===== config.mk =====
export PLATFORM = sky130hd
export DESIGN_NAME = dashed_line_rasterizer
export DESIGN_NICKNAME = d
export VERILOG_FILES = /design/src/rtl/core/dlr_pkg.sv /design/src/rtl/core/dlr_cfg.sv /design/src/rtl/core/dlr_in_stage.sv /design/src/rtl/core/dlr_walk.sv /design/src/rtl/core/dashed_line_rasterizer.sv
export SDC_FILE = /design/constraint.sdc
export NUM_CORES = 1
export LEC_CHECK = 0
export ABC_AREA = 0
export CORE_ASPECT_RATIO = 0.5
export CORE_MARGIN = 4
export CORE_UTILIZATION = 30
export DETAILED_ROUTE_END_ITERATION = 12
export DONT_BUFFER_PORTS = 1
export SLEW_MARGIN = 20
export SYNTH_ARGS = -nofsm -noshare
export SYNTH_HDL_FRONTEND = slang
export SYNTH_HIERARCHICAL = 1
export SYNTH_SLANG_ARGS = --single-unit
export TNS_END_PERCENT = 1

===== constraint.sdc =====
create_clock -name i_clk -period 5.4 [get_ports i_clk]
set_input_delay 0.27 -clock i_clk [delete_from_list [all_inputs] [get_ports i_clk]]
set_output_delay 0.27 -clock i_clk [all_outputs]
set_load 0.01 [all_outputs]

===== src/rtl/core/dlr_pkg.sv =====
package dlr_pkg;

    localparam int COORD_BITS  = 8;
    localparam int ERR_BITS    = COORD_BITS + 1;
    localparam int COLOUR_BITS = 16;
    localparam int PAT_BITS    = 8;
    localparam int PPOS_BITS   = 3;

    localparam int APB_DATA_BITS = 32;
    localparam int APB_ADDR_BITS = 4;

    // Stream payload widths, rounded up to whole bytes.
    localparam int IN_FIELD_BITS  = 4 * COORD_BITS;
    localparam int IN_DATA_BITS   = ((IN_FIELD_BITS + 7) / 8) * 8;
    localparam int OUT_FIELD_BITS = 2 * COORD_BITS + COLOUR_BITS;
    localparam int OUT_DATA_BITS  = ((OUT_FIELD_BITS + 7) / 8) * 8;

    localparam logic [PAT_BITS-1:0] PATTERN_TOP = 8'h80;

    localparam logic [PAT_BITS-1:0]    DASH_RESET  = 8'hFF;
    localparam logic [COLOUR_BITS-1:0] POINT_RESET = 16'hFFFF;
    localparam logic [COLOUR_BITS-1:0] BG_RESET    = 16'h0000;

    typedef logic [COORD_BITS-1:0]  t_coord;
    typedef logic [ERR_BITS-1:0]    t_err;
    typedef logic [COLOUR_BITS-1:0] t_colour;

    typedef enum logic [1:0] {
        REG_DASH  = 2'd0,
        REG_POINT = 2'd1,
        REG_BG    = 2'd2
    } t_reg_idx;

    typedef enum logic {
        OP_LOAD = 1'b0,
        OP_STEP = 1'b1
    } t_op;

    typedef enum logic [1:0] {
        DIR_NONE = 2'd0,
        DIR_UP   = 2'd1,
        DIR_DOWN = 2'd2
    } t_dir;

    typedef struct packed {
        t_op    op;
        t_coord start_x;
        t_coord start_y;
        t_coord end_x;
        t_coord end_y;
    } t_cmd;

    typedef struct packed {
        logic [PAT_BITS-1:0] dash_pattern;
        t_colour             point_colour;
        t_colour             background_colour;
    } t_cfg;

endpackage


===== src/rtl/core/dlr_cfg.sv =====
module dlr_cfg (
    input  logic                               i_clk,
    input  logic                               i_rst_n,
    input  logic                               psel,
    input  logic                               penable,
    input  logic                               pwrite,
    input  logic [dlr_pkg::APB_ADDR_BITS-1:0]  paddr,
    input  logic [dlr_pkg::APB_DATA_BITS-1:0]  pwdata,
    output logic [dlr_pkg::APB_DATA_BITS-1:0]  prdata,
    output logic                               pready,
    output dlr_pkg::t_cfg                      o_cfg
);
    import dlr_pkg::*;

    t_cfg     r_cfg;
    t_reg_idx w_idx;
    logic     w_wr;

    assign pready = 1'b1;
    assign w_idx  = t_reg_idx'(paddr[3:2]);
    assign w_wr   = psel && penable && pwrite && pready;

    always_ff @(posedge i_clk) begin
        if (!i_rst_n) begin
            r_cfg.dash_pattern      <= DASH_RESET;
            r_cfg.point_colour      <= POINT_RESET;
            r_cfg.background_colour <= BG_RESET;
        end else if (w_wr) begin
            unique case (w_idx)
                REG_DASH:  r_cfg.dash_pattern      <= pwdata[PAT_BITS-1:0];
                REG_POINT: r_cfg.point_colour      <= pwdata[COLOUR_BITS-1:0];
                REG_BG:    r_cfg.background_colour <= pwdata[COLOUR_BITS-1:0];
                default: ;
            endcase
        end
    end

    always_comb begin
        unique case (w_idx)
            REG_DASH:  prdata = APB_DATA_BITS'(r_cfg.dash_pattern);
            REG_POINT: prdata = APB_DATA_BITS'(r_cfg.point_colour);
            REG_BG:    prdata = APB_DATA_BITS'(r_cfg.background_colour);
            default:   prdata = '0;
        endcase
    end

    assign o_cfg = r_cfg;

endmodule


===== src/rtl/core/dlr_in_stage.sv =====
module dlr_in_stage (
    input  logic                              i_clk,
    input  logic                              i_rst_n,
    input  logic                              s_axis_tvalid,
    output logic                              s_axis_tready,
    // tdata: start_x, start_y, end_x, end_y from the lowest bit up.
    input  logic [dlr_pkg::IN_DATA_BITS-1:0]  s_axis_tdata,
    // tuser: operation.
    input  logic                              s_axis_tuser,
    output logic                              o_cmd_valid,
    output dlr_pkg::t_cmd                     o_cmd,
    input  logic                              i_cmd_ready
);
    import dlr_pkg::*;

    logic r_valid;
    t_cmd r_cmd;
    t_cmd n_cmd;
    logic w_take;

    assign s_axis_tready = !r_valid || i_cmd_ready;
    assign w_take        = s_axis_tvalid && s_axis_tready;

    always_comb begin
        n_cmd.op      = t_op'(s_axis_tuser);
        n_cmd.start_x = s_axis_tdata[0*COORD_BITS +: COORD_BITS];
        n_cmd.start_y = s_axis_tdata[1*COORD_BITS +: COORD_BITS];
        n_cmd.end_x   = s_axis_tdata[2*COORD_BITS +: COORD_BITS];
        n_cmd.end_y   = s_axis_tdata[3*COORD_BITS +: COORD_BITS];
    end

    always_ff @(posedge i_clk) begin
        if (!i_rst_n) begin
            r_valid <= 1'b0;
        end else if (s_axis_tready) begin
            r_valid <= s_axis_tvalid;
        end
    end

    always_ff @(posedge i_clk) begin
        if (w_take) begin
            r_cmd <= n_cmd;
        end
    end

    assign o_cmd_valid = r_valid;
    assign o_cmd       = r_cmd;

endmodule


===== src/rtl/core/dlr_walk.sv =====
module dlr_walk (
    input  logic                               i_clk,
    input  logic                               i_rst_n,
    input  dlr_pkg::t_cfg                      i_cfg,
    input  logic                               i_cmd_valid,
    input  dlr_pkg::t_cmd                      i_cmd,
    output logic                               o_cmd_ready,
    output logic                               m_axis_tvalid,
    input  logic                               m_axis_tready,
    // tdata: pixel_x, pixel_y, pixel_colour from the lowest bit up.
    output logic [dlr_pkg::OUT_DATA_BITS-1:0]  m_axis_tdata,
    // tlast: last_pixel.
    output logic                               m_axis_tlast
);
    import dlr_pkg::*;

    // Walk state.
    t_coord                r_cur_x, r_cur_y;
    t_err                  r_err_x, r_err_y;
    t_coord                r_adx, r_ady, r_span;
    t_dir                  r_dir_x, r_dir_y;
    t_err                  r_step_idx;
    logic [PPOS_BITS-1:0]  r_ppos;
    logic                  r_active;

    t_coord                n_cur_x, n_cur_y;
    t_err                  n_err_x, n_err_y;
    t_coord                n_adx, n_ady, n_span;
    t_dir                  n_dir_x, n_dir_y;
    t_err                  n_step_idx;
    logic [PPOS_BITS-1:0]  n_ppos;
    logic                  n_active;

    // Result register.
    logic                  r_out_valid;
    t_coord                r_px, r_py;
    t_colour               r_pcol;
    logic                  r_plast;

    logic    w_emit, w_out_free, w_fire, w_last, w_bit;
    t_err    w_sum_x, w_sum_y, w_span_ext;
    t_colour w_colour;

    function automatic t_coord axis_move(input t_coord pos, input t_dir dir);
        t_coord res;
        unique case (dir)
            DIR_UP:   res = pos + 1'b1;
            DIR_DOWN: res = pos - 1'b1;
            default:  res = pos;
        endcase
        return res;
    endfunction

    assign w_out_free  = !r_out_valid || m_axis_tready;
    assign w_emit      = i_cmd_valid && (i_cmd.op == OP_STEP) && r_active;
    // Loads and steps on an idle walker never wait for the output side.
    assign o_cmd_ready = !w_emit || w_out_free;
    assign w_fire      = i_cmd_valid && o_cmd_ready;

    assign w_span_ext = ERR_BITS'(r_span);
    assign w_last     = (r_step_idx == w_span_ext + 1'b1);
    assign w_bit      = |(i_cfg.dash_pattern & (PATTERN_TOP >> r_ppos));
    assign w_colour   = w_bit ? i_cfg.point_colour : i_cfg.background_colour;
    assign w_sum_x    = r_err_x + ERR_BITS'(r_adx);
    assign w_sum_y    = r_err_y + ERR_BITS'(r_ady);

    always_comb begin
        n_cur_x    = r_cur_x;
        n_cur_y    = r_cur_y;
        n_err_x    = r_err_x;
        n_err_y    = r_err_y;
        n_adx      = r_adx;
        n_ady      = r_ady;
        n_span     = r_span;
        n_dir_x    = r_dir_x;
        n_dir_y    = r_dir_y;
        n_step_idx = r_step_idx;
        n_ppos     = r_ppos;
        n_active   = r_active;
        if (w_fire && (i_cmd.op == OP_LOAD)) begin
            priority if (i_cmd.end_x > i_cmd.start_x) begin
                n_adx   = i_cmd.end_x - i_cmd.start_x;
                n_dir_x = DIR_UP;
            end else if (i_cmd.end_x < i_cmd.start_x) begin
                n_adx   = i_cmd.start_x - i_cmd.end_x;
                n_dir_x = DIR_DOWN;
            end else begin
                n_adx   = '0;
                n_dir_x = DIR_NONE;
            end
            priority if (i_cmd.end_y > i_cmd.start_y) begin
                n_ady   = i_cmd.end_y - i_cmd.start_y;
                n_dir_y = DIR_UP;
            end else if (i_cmd.end_y < i_cmd.start_y) begin
                n_ady   = i_cmd.start_y - i_cmd.end_y;
                n_dir_y = DIR_DOWN;
            end else begin
                n_ady   = '0;
                n_dir_y = DIR_NONE;
            end
            n_span     = (n_adx > n_ady) ? n_adx : n_ady;
            n_cur_x    = i_cmd.start_x;
            n_cur_y    = i_cmd.start_y;
            n_err_x    = '0;
            n_err_y    = '0;
            n_step_idx = '0;
            n_ppos     = '0;
            n_active   = 1'b1;
        end else if (w_fire && w_emit) begin
            n_ppos  = r_ppos + 1'b1;
            n_err_x = w_sum_x;
            n_err_y = w_sum_y;
            // An axis steps only when its error strictly exceeds the span.
            if (w_sum_x > w_span_ext) begin
                n_err_x = w_sum_x - w_span_ext;
                n_cur_x = axis_move(r_cur_x, r_dir_x);
            end
            if (w_sum_y > w_span_ext) begin
                n_err_y = w_sum_y - w_span_ext;
                n_cur_y = axis_move(r_cur_y, r_dir_y);
            end
            n_step_idx = r_step_idx + 1'b1;
            if (w_last) begin
                n_active = 1'b0;
            end
        end
    end

    always_ff @(posedge i_clk) begin
        if (!i_rst_n) begin
            r_cur_x    <= '0;
            r_cur_y    <= '0;
            r_err_x    <= '0;
            r_err_y    <= '0;
            r_adx      <= '0;
            r_ady      <= '0;
            r_span     <= '0;
            r_dir_x    <= DIR_NONE;
            r_dir_y    <= DIR_NONE;
            r_step_idx <= '0;
            r_ppos     <= '0;
            r_active   <= 1'b0;
        end else begin
            r_cur_x    <= n_cur_x;
            r_cur_y    <= n_cur_y;
            r_err_x    <= n_err_x;
            r_err_y    <= n_err_y;
            r_adx      <= n_adx;
            r_ady      <= n_ady;
            r_span     <= n_span;
            r_dir_x    <= n_dir_x;
            r_dir_y    <= n_dir_y;
            r_step_idx <= n_step_idx;
            r_ppos     <= n_ppos;
            r_active   <= n_active;
        end
    end

    always_ff @(posedge i_clk) begin
        if (!i_rst_n) begin
            r_out_valid <= 1'b0;
        end else if (w_out_free) begin
            r_out_valid <= w_fire && w_emit;
        end
    end

    always_ff @(posedge i_clk) begin
        if (w_fire && w_emit) begin
            r_px    <= r_cur_x;
            r_py    <= r_cur_y;
            r_pcol  <= w_colour;
            r_plast <= w_last;
        end
    end

    assign m_axis_tvalid = r_out_valid;
    assign m_axis_tlast  = r_plast;
    assign m_axis_tdata  = OUT_DATA_BITS'({r_pcol, r_py, r_px});

endmodule


===== src/rtl/core/dashed_line_rasterizer.sv =====
// Dashed line rasterizer.
// Input stream: tuser carries the operation, tdata the two endpoints. A load
// item latches the endpoints and restarts the walk without producing output;
// each step item produces one pixel while a line is active and nothing when
// no line is active. A line of longer span S gives S+2 pixels, the first
// point twice; the final one is marked with tlast on the output stream.
// Output stream: tdata carries x, y and the RGB565 colour picked by the dash
// pattern bit (top bit first, wrapping every eight pixels).
// A step item accepted at the input handshake is registered in the input stage
// and its pixel is then loaded into the output register, which holds it until
// the receiver takes it. Throughput is one item per clock while the receiver
// does not stall; the walker's error-term add and compare is the single loop
// that sets it.
// When the receiver stalls, the pixel holds in the output register and the
// input stage keeps accepting until a step item needs that register; loads
// pass through regardless. Reset clears both stages, makes the walker idle
// and sets the pattern to all ones, point colour to white, background to black.
// The APB registers (dash pattern, point colour, background colour at 0, 4, 8)
// are for the user to write only while the stream is idle; the block does not enforce it.
module dashed_line_rasterizer (
    input  logic                               i_clk,
    input  logic                               i_rst_n,
    input  logic                               s_axis_tvalid,
    output logic                               s_axis_tready,
    // tdata: start_x, start_y, end_x, end_y from the lowest bit up.
    input  logic [dlr_pkg::IN_DATA_BITS-1:0]   s_axis_tdata,
    // tuser: operation.
    input  logic                               s_axis_tuser,
    output logic                               m_axis_tvalid,
    input  logic                               m_axis_tready,
    // tdata: pixel_x, pixel_y, pixel_colour from the lowest bit up.
    output logic [dlr_pkg::OUT_DATA_BITS-1:0]  m_axis_tdata,
    // tlast: last_pixel.
    output logic                               m_axis_tlast,
    input  logic                               psel,
    input  logic                               penable,
    input  logic                               pwrite,
    input  logic [dlr_pkg::APB_ADDR_BITS-1:0]  paddr,
    input  logic [dlr_pkg::APB_DATA_BITS-1:0]  pwdata,
    output logic [dlr_pkg::APB_DATA_BITS-1:0]  prdata,
    output logic                               pready
);
    import dlr_pkg::*;

    t_cfg w_cfg;
    t_cmd w_cmd;
    logic w_cmd_valid;
    logic w_cmd_ready;

    dlr_cfg u_cfg (
        .i_clk   (i_clk),
        .i_rst_n (i_rst_n),
        .psel    (psel),
        .penable (penable),
        .pwrite  (pwrite),
        .paddr   (paddr),
        .pwdata  (pwdata),
        .prdata  (prdata),
        .pready  (pready),
        .o_cfg   (w_cfg)
    );

    dlr_in_stage u_in (
        .i_clk         (i_clk),
        .i_rst_n       (i_rst_n),
        .s_axis_tvalid (s_axis_tvalid),
        .s_axis_tready (s_axis_tready),
        .s_axis_tdata  (s_axis_tdata),
        .s_axis_tuser  (s_axis_tuser),
        .o_cmd_valid   (w_cmd_valid),
        .o_cmd         (w_cmd),
        .i_cmd_ready   (w_cmd_ready)
    );

    dlr_walk u_walk (
        .i_clk         (i_clk),
        .i_rst_n       (i_rst_n),
        .i_cfg         (w_cfg),
        .i_cmd_valid   (w_cmd_valid),
        .i_cmd         (w_cmd),
        .o_cmd_ready   (w_cmd_ready),
        .m_axis_tvalid (m_axis_tvalid),
        .m_axis_tready (m_axis_tready),
        .m_axis_tdata  (m_axis_tdata),
        .m_axis_tlast  (m_axis_tlast)
    );

endmodule


==> results by group, run 1 <==
Finish
  – Layout Nets: 1414
  – Area delta synth->final: 12.9%
  – Fraction of layout cells with a size suffix above 1: 6.87%
  – Fillers: 3718
  – Diodes inserted: 0

Run status
  – Run status: completed

Routing
  – # DRC: 0
  – Total number of vias: 8524
  – Drt first pass iters: 4
  – Violation count after the first detailed-route iteration: 512
  – Antenna Nets Post-Route: 0
  – Avg WL per Cell: 15.7 µm
  – Via density: 4.91
  – WL final: 27.2 mm

Global routing
  – GRT Overall Usage: 13.4%
  – Largest net degree at the start of global routing: 53
  – Antenna violations before repair: 0
  – Vias in the first global route: 8357
  – Grt total ovfl: 0
  – First-pass GRT wire length: 43.8 mm

Floorplan
  – Initial Utilization: 30.8%
  – IO Count: 144
  – Die Width: 281 µm
  – Core area: 36400 µm²
  – Chip Height: 145 µm
  – Row count: 49
  – Die area: 40700 µm²

Power
  – PD cells: 299 nW/µm²
  – Clock power share: 33.6%
  – Switching Fraction: 31.6%
  – Psw: 1.20 mW
  – Worst IR drop on VDD: 0.221 mV
  – Leak pwr: 5.06 nW
  – Comb pwr share: 26.0%
  – Internal power: 2.59 mW
  – Reg power frac: 40.4%

Placed design
  – Routability Congestion: 0.861
  – Post-DP HPWL: 18.9 mm
  – Port Buffers: 0
  – Post-Place Setup Slack: 0.991 ns

Logic synthesis
  – Dominant register cell in the synthesized netlist: dfxtp_1
  – Ranking of synthesized cells by area: dfxtp_1 21%, edfxtp_1 18%, ha_1 10%
  – Top-count cell post-synth: dfxtp_1
  – Top cell type's share of synthesized area: 20.9%
  – Cell count after synthesis: 1215
  – Post-synthesis area per instance: 9.23 µm²
  – EDFF count, synth: 66
  – Post-synthesis sequential area ratio: 38.5%
  – Synth area leader: dfxtp_1
  – Post-synthesis register bit count: 183
  – Yosys cell types: 82
  – Synth async-reset ratio: 0%
  – YS warnings: 6
  – List of most frequent post-synthesis cells: 117 x dfxtp_1, 110 x nand2_1, 108 x a21oi_1, 90 x ha_1, 86 x inv_1
  – Cell Area, Synth: 11200 µm²

Min path
  – Hold endpoint: u_cfg/o_cfg[32]
  – Hold_sp: pwdata[0]
  – Worst hold path type: input port to flop
  – Hold Crit Depth: 2

Timing
  – Worst slew pin tran: 1.01 ns
  – Hold Vio Cnt, Final: 0
  – Unrepaired setup endpoints after global routing: no
  – TNS Setup: 0 ns
  – Clock skew: 0.00919 ns
  – Fmax: 224 MHz
  – Fin crit period: 4.47 ns
  – Final setup vio count: 0
  – Period utilization: 82.7%
  – Setup ws final: 0.933 ns
  – Slew margin rel.: 32.6%
  – Final max-slew violation count: 0

Clock network
  – Max Root-Sink Buffers: 2
  – Htree depth: 4
  – CTS tree: built
  – Worst skew pair latency: 0.44 ns
  – Number of buffers created by CTS: 17
  – Clock root buffer: clkbuf_16
  – CTS Sinks: 183
  – Worst-path clk slew: 0.07 ns

Critical path
  – CP Max Fanout: 12
  – Worst R2R Path Depth: 16
  – CP Buf/Inv Count: 1
  – Max incr delay on CP: 0.43 ns
  – Worst r2r dst: u_walk/r_span[7]
  – Crit path capture type: flop
  – Flop2flop setup slack: 0.93 ns
  – Worst EP required: 5.75 ns
  – Startpoint types: flop
  – Slowest-stage cell, CP: edfxtp_1
  – R2R Path Start: u_in/o_cmd[24]
  – CP delay by family, top: compound AO/OA/AOI/OAI gates
  – Critical path type: flop to flop
  – Critical path data arrival time: 4.82 ns
  – Crit path cell chain: ha_1, fa_1, nor2b_2, o2111ai_2, a211oi_4, or2_1, a31oi_1, a21oi_1, ha_1, and3_1, o21ai_0, a21boi_0, o31ai_1, buf_4, mux2_2, a211oi_1
  – CP dominant cell by count: ha_1

Run
  – Max Cap Viol: 0
cells in the final DEF, fill, tap and decap left out, drive strengths merged, types with 10 or more instances in the layout:
cell,count
nor3,16
xor2,15
o21ai,66
nand4,13
fa,10
nand2b,24
ha,90
buf,10
mux2i,43
conb,17
mux2,18
nand3,24
clkbuf,21
inv,90
a21o,22
nor2,76
a21oi,109
o21a,17
a211oi,21
nand2,111
edfxtp,66
dfxtp,117
xnor2,38
nor2b,31
dlygate4sd3,51
o211ai,13
sequential cells by signal, summed over array words and instances, names as in the netlist:
| name | cells |
|---|---|
| u_walk/m_axis_tlast | 1 |
| u_walk/r_step_idx | 9 |
| u_in/o_cmd | 33 |
| u_walk/r_err_x | 9 |
| u_walk/r_cur_x | 8 |
| u_walk/r_pcol | 16 |
| u_walk/m_axis_tvalid | 1 |
| u_walk/r_ppos | 3 |
| u_walk/r_dir_y | 2 |
| u_walk/r_py | 8 |
| u_walk/r_cur_y | 8 |
| u_walk/r_adx | 8 |
| u_walk/r_dir_x | 2 |
| u_walk/r_span | 8 |
| u_walk/r_active | 1 |
| u_walk/r_px | 8 |
| u_cfg/o_cfg | 40 |
| u_walk/r_ady | 8 |
| u_in/o_cmd_valid | 1 |
| u_walk/r_err_y | 9 |
what timing repair did:
action / CTS / global route
hold buffers: 52 / 0
endpoints found under the hold margin: 72 / 0
setup buffers: 0 / 0
gates resized for setup: 0 / 0
worst reg2reg max path, cell delays in order (launching register included):
cell,delay (ns)
edfxtp_1,0.43
ha_1,0.24
fa_1,0.42
nor2b_2,0.16
o2111ai_2,0.16
a211oi_4,0.39
or2_1,0.35
a31oi_1,0.14
a21oi_1,0.43
ha_1,0.32
and3_1,0.16
o21ai_0,0.07
a21boi_0,0.10
o31ai_1,0.23
buf_4,0.22
mux2_2,0.35
a211oi_1,0.21
stage by stage:
step                      hold WS [ns]  area, µm²  power [mW]  utilization (%)  std cells
final                           0.0261      12700        3.79             34.8       1735
after global routing           0.00480      12700        4.02             34.8       1735
after CTS                      0.00178      12700        3.83             34.8       1735
after detailed placement         0.357      11600        2.50             31.7       1651
after global placement           0.353      11600        2.49             31.7       1651
after floorplan                  0.369      11300        2.32                -       1230
worst max-delay path by stage:
stage | to | slack (ns) | cells past startpoint | startpoint
finish | u_walk/r_span[7] | 0.93 | 16 | u_in/o_cmd[24]
global route | u_walk/r_span[7] | 0.62 | 16 | u_in/o_cmd[24]
CTS | u_walk/r_span[7] | 0.96 | 16 | u_in/o_cmd[24]
detailed placement | u_walk/r_span[7] | 0.99 | 16 | u_in/o_cmd[24]
global placement | u_walk/r_span[7] | 1.01 | 16 | u_in/o_cmd[24]
floorplan | u_walk/r_span[6] | 1.36 | 17 | u_in/o_cmd[24]
power groups by stage:
| stage | Combinational, mW | Sequential (mW) | Clock (mW) |
|---|---|---|---|
| after detailed placement | 0.935 | 1.56 | 0 |
| final | 0.987 | 1.53 | 1.27 |
| after global placement | 0.932 | 1.56 | 0 |
| after floorplan | 0.775 | 1.54 | 0 |
| after global routing | 1.11 | 1.54 | 1.37 |
| after CTS | 0.983 | 1.53 | 1.31 |
logic make-up (layout without fill, tap and decap cells):
group / count (synthesis) / count (layout) / synth area share (%)
mux: 61 / 61 / 5.64
simple gates: 336 / 336 / 14.5
xor+xnor: 53 / 53 / 4.14
flops: 183 / 183 / 38.5
compound gates: 321 / 321 / 18.8
other cells: 2 / 17 / 0.0669
buf+inv: 159 / 180 / 6.52
fa+ha+maj: 100 / 100 / 11.8
cell type report:
cell class	instances	area, µm²	area share, %
Clock inverter	11	143	1.13
Tap cell	484	606	4.78
Timing Repair Buffer	61	606	4.78
Inverter	87	327	2.58
Sequential cell	183	4320	34.1
Clock buffer	21	440	3.48
Multi-Input combinational cell	888	6230	49.1
metal layers:
layer | vias up | global-route usage, % | share of wire, %
met5 | - | 0 | 0
met4 | 0 | 3.58 | 1.2
li1 | 4317 | - | -
met1 | 4027 | 18.6 | 51
met3 | 20 | 2.68 | 3.8
met2 | 160 | 21.4 | 44
No activity file was read; power rests on OpenSTA's default activity.
==> inputs of run 2 (changes only) <==
Settings changed: ABC_AREA 0 to 1.
Clock period 5.4 ns to 3.94 ns, I/O delays scaled along.
==> run 2 against run 1 <==
Effect of this change: global-route usage increased by 0.23 points; core utilization down 0.21 points; hold slack better by 0.011 ns.
==> results by group, run 2 <==
Run status
  – Run status: completed

Logic synthesis
  – Top-count cell post-synth: nand2_1
  – Post-Synth Simple-Gate Area: 29.1% (+15 points)
  – Synth async-reset ratio: 0% (unchanged)
  – Yosys cell types: 52 (-37%)
  – Post-Synth XOR/XNOR Area: 3.17% (-0.97 points)
  – Largest family of logic cells by synthesized area: simple AND/OR/NAND/NOR gates
  – Synth Area in Adders: 11.2% (-0.66 points)
  – Post-synthesis area per instance: 7.81 µm² (-15%)
  – Ranking of synthesized cells by area: dfxtp_1 20%, edfxtp_1 17%, nand2_1 12%
  – Post-synthesis register bit count: 183 (unchanged)
  – List of most frequent post-synthesis cells: 374 x nand2_1, 190 x inv_1, 167 x nand3_1, 117 x dfxtp_1, 90 x ha_1
  – Dominant register cell in the synthesized netlist: dfxtp_1
  – Post-synthesis sequential area ratio: 36.4% (-2.2 points)
  – Mux share of post-synthesis cell area: 1.52% (-4.1 points)
  – Top cell type's share of synthesized area: 19.7% (-1.2 points)
  – YS warnings: 6 (unchanged)
  – Cell count after synthesis: 1521 (+25%)
  – Cell Area, Synth: 11900 µm² (+5.9%)
  – Synth Area in Compound Gates: 9.35% (-9.5 points)
  – EDFF count, synth: 66 (unchanged)
  – Synth area leader: dfxtp_1

Finish
  – Utilization after layout: 34.6% (-0.21 points)
  – Fraction of layout cells with a size suffix above 1: 11.3% (+4.4 points)
  – Fillers: 4037 (+8.6%)
  – Leading cell type in the layout, fill and taps excluded: nand2_1
  – Area delta synth->final: 13.5%
  – Cell area after layout: 13500 µm² (+6.4%)
  – Number of flip-flops in the largest register: 40 (unchanged)
  – Commonest cells after routing, fill and taps aside: 373 x nand2_1, 190 x inv_1, 167 x nand3_1
  – Layout Nets: 1735 (+23%)
  – Diodes inserted: 0 (unchanged)
  – Final Instance Count excl. Fillers: 2102 (+21%)

Critical path
  – Max incr delay on CP: 0.43 ns (about the same)
  – CP Buf/Inv Count: 3 (+2)
  – Slowest-stage cell, CP: fa_1
  – Startpoint types: flop
  – Crit path capture type: flop
  – Critical path type: flop to flop
  – CP delay by family, top: simple AND/OR/NAND/NOR gates
  – CP dominant cell by count: nand2_1
  – Critical path data arrival time: 3.83 ns (-0.99 ns)
  – Crit path cell chain: ha_1, fa_1, o21ai_2, nand2_1, nand2_2, nand2_1, inv_2, nand3b_1, nand2_1, inv_1, ha_1, a21oi_1, nor2_1, nor3b_1, nand2_1, nand2_2, inv_1, nand3_1, nand3_1, o21ai_1
  – Worst EP required: 4.29 ns (-1.46 ns)
  – CP Max Fanout: 9 (-3)

Global routing
  – Largest net degree at the start of global routing: 60 (+13%)
  – First-pass GRT wire length: 47.0 mm (+7.4%)
  – GRT Overall Usage: 13.6% (+0.23 points)
  – Grt total ovfl: 0 (unchanged)
  – Antenna violations before repair: 0 (unchanged)
  – Vias in the first global route: 9083 (+8.7%)

Floorplan
  – IO Count: 144 (unchanged)
  – Die Width: 289 µm (+2.8%)
  – Die area: 43100 µm² (+5.7%)
  – Initial Utilization: 30.5% (-0.33 points)
  – Row count: 51 (+4.1%)
  – Chip Height: 149 µm (+2.8%)
  – Core area: 39000 µm² (+7.1%)

Timing
  – Fin Hold WS: 0.0367 ns (+0.0107 ns)
  – Clock skew: 0.0132 ns (+0.00400 ns)
  – Fmax: 287 MHz (+28%)
  – Fin crit period: 3.48 ns (-0.986 ns)
  – Unrepaired setup endpoints after global routing: no
  – Slew margin rel.: 41.6% (+9.0 points)
  – Period utilization: 88.4% (+5.6 points)
  – TNS Setup: 0 ns (unchanged)
  – Setup ws final: 0.459 ns (-0.474 ns)
  – Worst slew pin tran: 0.870 ns (-0.140 ns)
  – Hold Vio Cnt, Final: 0 (unchanged)
  – Final setup vio count: 0 (unchanged)
  – Final max-slew violation count: 0 (unchanged)

Routing
  – Avg WL per Cell: 13.9 µm (-11%)
  – Drt first pass iters: 5 (+1)
  – Antenna Nets Post-Route: 0 (unchanged)
  – WL final: 29.3 mm (+7.8%)
  – Via density: 4.57 (-7.1%)
  – Total number of vias: 9597 (+13%)
  – Violation count after the first detailed-route iteration: 599 (+17%)
  – # DRC: 0 (unchanged)

Clock network
  – Post-CTS setup buffers: 0 (unchanged)
  – Htree depth: 4 (unchanged)
  – CTS tree: built
  – CTS Sinks: 183 (unchanged)
  – Worst-path clk slew: 0.08 ns (about the same)
  – Worst skew pair latency: 0.45 ns (about the same)
  – Number of buffers created by CTS: 17 (unchanged)
  – Clock root buffer: clkbuf_16
  – Max Root-Sink Buffers: 2 (unchanged)

Power
  – Pwr Total: 5.17 mW (+36%)
  – Worst IR drop on VDD: 0.250 mV (+13%)
  – Leak pwr: 6.13 nW (+21%)
  – PD cells: 383 nW/µm² (+28%)

Run
  – Max Cap Viol: 0 (unchanged)

Placed design
  – Placed cells: 2017 (+22%)
  – Routability Congestion: 0.856 (-0.55%)
  – Area after DPL: 12300 µm² (+6.7%)
  – Post-DP HPWL: 22.2 mm (+17%)
  – Post-Place Setup Slack: 0.386 ns (-0.605 ns)
  – Port Buffers: 0 (unchanged)

Min path
  – Worst hold path type: input port to flop
[run 2: power breakdown]
part	switching (mW)	internal (mW)	total, mW
logic	0.883	0.491	1.37
clock network	0.809	0.917	1.73
registers	0.0535	2.02	2.07
total	1.75	3.42	5.17
[run 2: path summary, 6_finish.rpt]
| path | from | to | slack, ns | cells past startpoint |
|---|---|---|---|---|
| setup reg to reg | u_in/o_cmd[16] | u_walk/r_span[2] | 0.46 | 20 |
| hold reg to reg | u_walk/r_adx[3] | u_walk/r_adx[3] | 0.47 | 2 |
| hold / removal | i_rst_n | u_cfg/o_cfg[25] | 0.04 | 2 |
| setup / recovery | u_in/o_cmd[16] | u_walk/r_span[2] | 0.46 | 20 |
[run 2: what timing repair did]
action,4_1_cts,5_1_grt
setup endpoints to repair,0,1
endpoints found under the hold margin,77,0
gates resized for setup,0,1
hold buffers,52,0
[run 2: area by class of cell]
type	instances	area [µm²]	area share, %
clock buffers	18	439	3.26
multi-input cells	1092	6530	48.4
flip-flops and latches	183	4320	32.1
repair buffers	57	588	4.36
inverters	208	781	5.79
well taps	530	663	4.92
clock inverters	14	161	1.20
[run 2: cell families (layout without fill, tap and decap cells)]
kind of cell / Yosys count / in the layout
xor gates and xnor gates: 43 / 43
and+or+nand+nor: 734 / 734
muxes: 16 / 16
adders and majority gates: 100 / 100
DFF: 183 / 183
buffers and inverters: 261 / 297
other: 2 / 17
AOI/OAI and AO/OA: 182 / 182
[run 2: routing by layer]
layer	track usage [%]	wire length, µm	vias up
met5	0	0	-
met4	4.03	546	0
met3	2.53	1040	31
met2	21.7	13400	169
met1	18.8	14300	4372
li1	-	-	5025
